File: config.mk
export PLATFORM = sky130hd
export DESIGN_NAME = bpsa_ctrl
export DESIGN_NICKNAME = d
export VERILOG_FILES = /design/src/design/bpsa_pkg.sv /design/src/design/bpsa_ctrl.sv
export SDC_FILE = /design/constraint.sdc
export NUM_CORES = 1
export LEC_CHECK = 0
export ABC_AREA = 1
export BUFFER_PORTS_ARGS = -buffer_cell sky130_fd_sc_hd__buf_2
export CORE_AREA = 2 2 39 41
export DETAILED_ROUTE_END_ITERATION = 8
export DIE_AREA = 0 0 41 43
export PLACE_DENSITY_LB_ADDON = 0.3
export SLEW_MARGIN = 20
export SYNTH_ARGS = -nofsm -noshare
export SYNTH_HDL_FRONTEND = slang
export SYNTH_SLANG_ARGS = --single-unit
export TNS_END_PERCENT = 5
File: constraint.sdc
create_clock -name clk_i -period 1.2 [get_ports clk_i]
set_input_delay 0.18 -clock clk_i [delete_from_list [all_inputs] [get_ports clk_i]]
set_output_delay 0.18 -clock clk_i [all_outputs]
set_load 0.05 [all_outputs]
File: src/design/bpsa_pkg.sv
`timescale 1ns / 1ps
`default_nettype none

package bpsa_pkg;

  localparam int MaxPages = 256;
  localparam int PageW    = $clog2(MaxPages);
  localparam int CntW     = PageW + 1;
  localparam int SlotBits = 64;
  localparam int SlotW    = $clog2(SlotBits);
  localparam int CfgIdxW  = 2;
  localparam int CfgDataW = 9;

  localparam logic [SlotBits-1:0] NarrowMask = {{(SlotBits-32){1'b0}}, 32'hFFFF_FFFF};

  localparam logic FuncAlloc = 1'b0;
  localparam logic FuncFree  = 1'b1;

  localparam logic [1:0] StatusOk         = 2'd0;
  localparam logic [1:0] StatusOutOfPages = 2'd1;
  localparam logic [1:0] StatusNotCreated = 2'd2;

  localparam logic [CfgIdxW-1:0] CfgMaskIsWide = 2'd0;
  localparam logic [CfgIdxW-1:0] CfgPageLimit  = 2'd1;

  typedef struct packed {
    logic             func;
    logic [PageW-1:0] page_index;
    logic [SlotW-1:0] slot_index;
  } req_t;

  typedef struct packed {
    logic [1:0]       status;
    logic [PageW-1:0] granted_page;
    logic [SlotW-1:0] granted_slot;
  } rsp_t;

  typedef enum logic [1:0] {
    StIdle,
    StDecode,
    StExec,
    StLink
  } state_e;

  // controller -> datapath
  typedef struct packed {
    logic capture;
    logic issue_rd;
    logic finish_now;
    logic exec;
    logic link_fix;
  } cmd_t;

  // datapath -> controller
  typedef struct packed {
    logic imm;
    logic link_more;
    logic out_free;
  } sts_t;

  // Lowest set bit: first non-zero byte, then first bit in that byte.
  function automatic logic [SlotW-1:0] lowest_bit(input logic [SlotBits-1:0] v);
    logic [2:0] grp_sel;
    logic [7:0] grp_v;
    logic [2:0] bit_sel;
    grp_sel = 3'd7;
    for (int i = 7; i >= 0; i--) begin
      if (v[i*8 +: 8] != 8'd0) grp_sel = 3'(i);
    end
    grp_v   = v[grp_sel*8 +: 8];
    bit_sel = 3'd7;
    for (int j = 7; j >= 0; j--) begin
      if (grp_v[j]) bit_sel = 3'(j);
    end
    return {grp_sel, bit_sel};
  endfunction

endpackage

`default_nettype wire

File: src/design/bpsa_ctrl.sv
`timescale 1ns / 1ps
`default_nettype none

module bpsa_ctrl (
  input  wire logic          clk_i,
  input  wire logic          rst_ni,
  input  wire logic          in_valid_i,
  output logic               in_ready_o,
  input  wire bpsa_pkg::sts_t sts_i,
  output bpsa_pkg::cmd_t     cmd_o
);
  import bpsa_pkg::*;

  state_e state_q, state_d;

  always_ff @(posedge clk_i or negedge rst_ni) begin
    if (!rst_ni) begin
      state_q <= StIdle;
    end else begin
      state_q <= state_d;
    end
  end

  always_comb begin
    state_d = state_q;
    unique case (state_q)
      StIdle: begin
        if (in_valid_i) state_d = StDecode;
      end
      StDecode: begin
        if (!sts_i.imm) state_d = StExec;
        else if (sts_i.out_free) state_d = StIdle;
      end
      StExec: begin
        if (sts_i.out_free) state_d = sts_i.link_more ? StLink : StIdle;
      end
      StLink: begin
        state_d = StIdle;
      end
      default: state_d = StIdle;
    endcase
  end

  always_comb begin
    in_ready_o = 1'b0;
    cmd_o      = '0;
    unique case (state_q)
      StIdle: begin
        in_ready_o    = 1'b1;
        cmd_o.capture = in_valid_i;
      end
      StDecode: begin
        cmd_o.issue_rd   = !sts_i.imm;
        cmd_o.finish_now = sts_i.imm && sts_i.out_free;
      end
      StExec: begin
        cmd_o.exec = sts_i.out_free;
      end
      StLink: begin
        cmd_o.link_fix = 1'b1;
      end
      default: begin
        cmd_o = '0;
      end
    endcase
  end

endmodule

`default_nettype wire

==> flow_summary.json <==
{
  "synth.lib_cells_used.distinct": 11,
  "drt-total-wl_um": 560,
  "crit_family": "flip-flops",
  "initial_utilization_pct": 12.03,
  "core_um2": 1384,
  "tightestPinTransition_ns": 0.2015,
  "drt-vias-per-instance": 3.813,
  "grt.overflow.total": 0,
  "die-area_um2": 1763,
  "power_frac_seq_pct": 16.2,
  "violations": "setup timing",
  "worst_slack_ns": -0.1237,
  "dr.pass1.iters": 4,
  "r2r_slack_ns": 0.14,
  "yosysTopAreaCell": "dfrtp_1",
  "vias": 244,
  "cts_tree": "yes",
  "grt_pass1_vias": 241,
  "ant_nets": 0,
  "p_sw_share_pct": 50.90,
  "cp-end-kind": "output pin",
  "crit_fanout": 5,
  "clock_skew_ns": 0.0001309,
  "yosys_warnings": 0,
  "min_path_type": "in2reg",
  "ir_drop_v": 0.0007225,
  "synth_area_leaders": "dfrtp_1, nand3_1, nand2_1, inv_1, nor2_1",
  "path_clk_slew_ns": 0.03,
  "hpwl_um": 433,
  "worst-setup-path-type": "reg2out",
  "fmax_mhz": 755.5,
  "yosysTopAreaCellShare_pct": 30.08,
  "hold_violations": 0,
  "intPower_uw": 505.4,
  "clk_path_buf_depth": 2,
  "synth_common_cells": "nand2_1, inv_1, nand3_1, dfrtp_1, nor2_1",
  "p_total_mw": 1.029,
  "rsz0062_at_grt": "yes",
  "synth_nets": 35,
  "htreeDepth": 1,
  "clockPowerShare_pct": 14.4,
  "cp.arrival_ns": 1.14,
  "slowest_stage": "dfrtp_2",
  "io_pins": 12,
  "report.final.slew_viol_count": 0,
  "post-route-period-util_pct": 110.3,
  "layout-drive-gt1-share_pct": 56.25,
  "cts_root_buffer": "clkbuf_4",
  "power_leakage_nw": 0.2079,
  "tns_ns": -0.4483,
  "final_cells": 64,
  "worstPathRequired_ns": 1.02,
  "synth-edff-count": 0,
  "period_needed_ns": 1.324,
  "chipWidth_um": 41,
  "critPathMaxStageDelay_ns": 0.44,
  "placed_area_um2": 296.5,
  "drcViolationCount": 0,
  "row_count": 14,
  "design_area_um2": 384.1,
  "top_regs": "state_q x2",
  "grt_use_total_pct": 8.735,
  "wl_per_cell_um": 8.750,
  "antenna_found_initial": 0,
  "relSlewSlack_pct": 86.47,
  "synthFlopType": "dfrtp_1",
  "drt_iter0_drc": 4,
  "insertion_delay_ns": 0.22,
  "fin_nets": 56,
  "grt_max_degree": 8,
  "yosysSeqAreaShare_pct": 30.08,
  "finalSetupViolCount": 5,
  "crit_buf_inv": 1,
  "outcome": "complete, but fails checks",
  "largest_register_ffs": 2,
  "crit_path_cell_trace": "nor4_4 > buf_6",
  "die_h_um": 43,
  "async_flop_share_pct": 100.0,
  "gp_congestion": 0.6315,
  "maxCapViolCount": 0,
  "pwr-share-comb_pct": 69.4,
  "syn_avg_cell_area_um2": 5.738,
  "regMostFlops": "state_q",
  "syn_area_um2": 166.4,
  "p_sw_uw": 523.8,
  "grt_pass1_wl_um": 952,
  "synth_most_common_cell": "nand2_1",
  "startpoint_type": "register",
  "cts_buffers": 3,
  "layout-area-overhead-vs-synth_pct": 130.8,
  "num_antenna_cells": 0,
  "nFillCells": 160,
  "dp_cells": 59,
  "port_buffers": 11,
  "pwr_density_cell_nw_per_um2": 2679,
  "cts.sinks": 2,
  "synth_seq_cells": 2,
  "syn_inst": 29
}
## cell type report
| type | count | area (µm²) | area share (%) |
|---|---|---|---|
| inverter | 8 | 30.03 | 7.818 |
| sequential | 2 | 52.55 | 13.68 |
| tap | 16 | 20.02 | 5.212 |
| multi-input combinational | 19 | 118.9 | 30.94 |
| timing repair buffer | 16 | 140.1 | 36.48 |
| clock buffer | 3 | 22.52 | 5.863 |
## layout by cell type (no fill, tap or decap)
master and n:
buf_4 4, a21oi_1 1, dlygate4sd3_1 1, inv_1 5
nor3_2 1, buf_2 5, clkbuf_4 3, buf_8 2
dfrtp_2 2, buf_6 4, nor4_4 1, nor2_1 1
inv_2 3, nand3_1 6, nor2_4 2, nand2_1 7
## per-layer routing
layer / wire length (µm) / global-route usage (%)
met5: 0 / 0
met4: 0 / 6.000
met3: 31 / 6.283
met2: 305 / 12.19
met1: 224 / 8.682
## power by group through the flow
stage / sequential (mW) / combinational (mW) / clock [mW]
final: 0.167 / 0.715 / 0.148
after global placement: 0.163 / 0.589 / 0
after detailed placement: 0.163 / 0.592 / 0
after CTS: 0.166 / 0.710 / 0.158
after global routing: 0.172 / 0.767 / 0.168
after floorplan: 0.155 / 0.423 / 0
## repair_timing
action                                 4_1_cts  5_1_grt
setup endpoints to repair                    6        6
resized for setup                           15        2
hold buffers                                 1        0
endpoints found under the hold margin        2        0
setup buffers                                1        0
pin swaps                                    2        0
## logic make-up (layout without fill, tap and decap cells)
family | Yosys count | after routing | synth area share [%]
DFF | 2 | 2 | 30.08
and+or+nand+nor | 18 | 18 | 48.88
buffers and inverters | 8 | 27 | 18.04
AOI/OAI and AO/OA | 1 | 1 | 3.005
## worst register-to-register path, cell delays in order (launching register included)
cell and delay (ns):
dfrtp_2 0.44, nor2_4 0.06, buf_4 0.15, nor2_1 0.10
nand2_1 0.07, nand3_1 0.07, nand2_1 0.05
## final timing paths
kind,cells after the start,startpoint,to
worst max-delay path,2,state_q[1],cmd_o[2]
max in group asynchronous,2,rst_ni,state_q[0]
worst min-delay path,4,sts_i[0],state_q[0]
worst min register to register,2,state_q[0],state_q[0]
min in group asynchronous,2,rst_ni,state_q[1]
worst max register to register,6,state_q[0],state_q[0]
## per-stage QoR
| stage | setup WS, ns | util, % | hold WS (ns) |
|---|---|---|---|
| after floorplan | -0.1810 | - | -0.1156 |
| after global placement | -0.007659 | 21.43 | -0.03149 |
| after detailed placement | -0.008428 | 21.43 | -0.03373 |
| after CTS | -0.1388 | 27.49 | 0.2439 |
| after global routing | -0.1956 | 27.76 | 0.2564 |
| final | -0.1237 | 27.76 | 0.2478 |
Power figures use the tool's default switching activity.
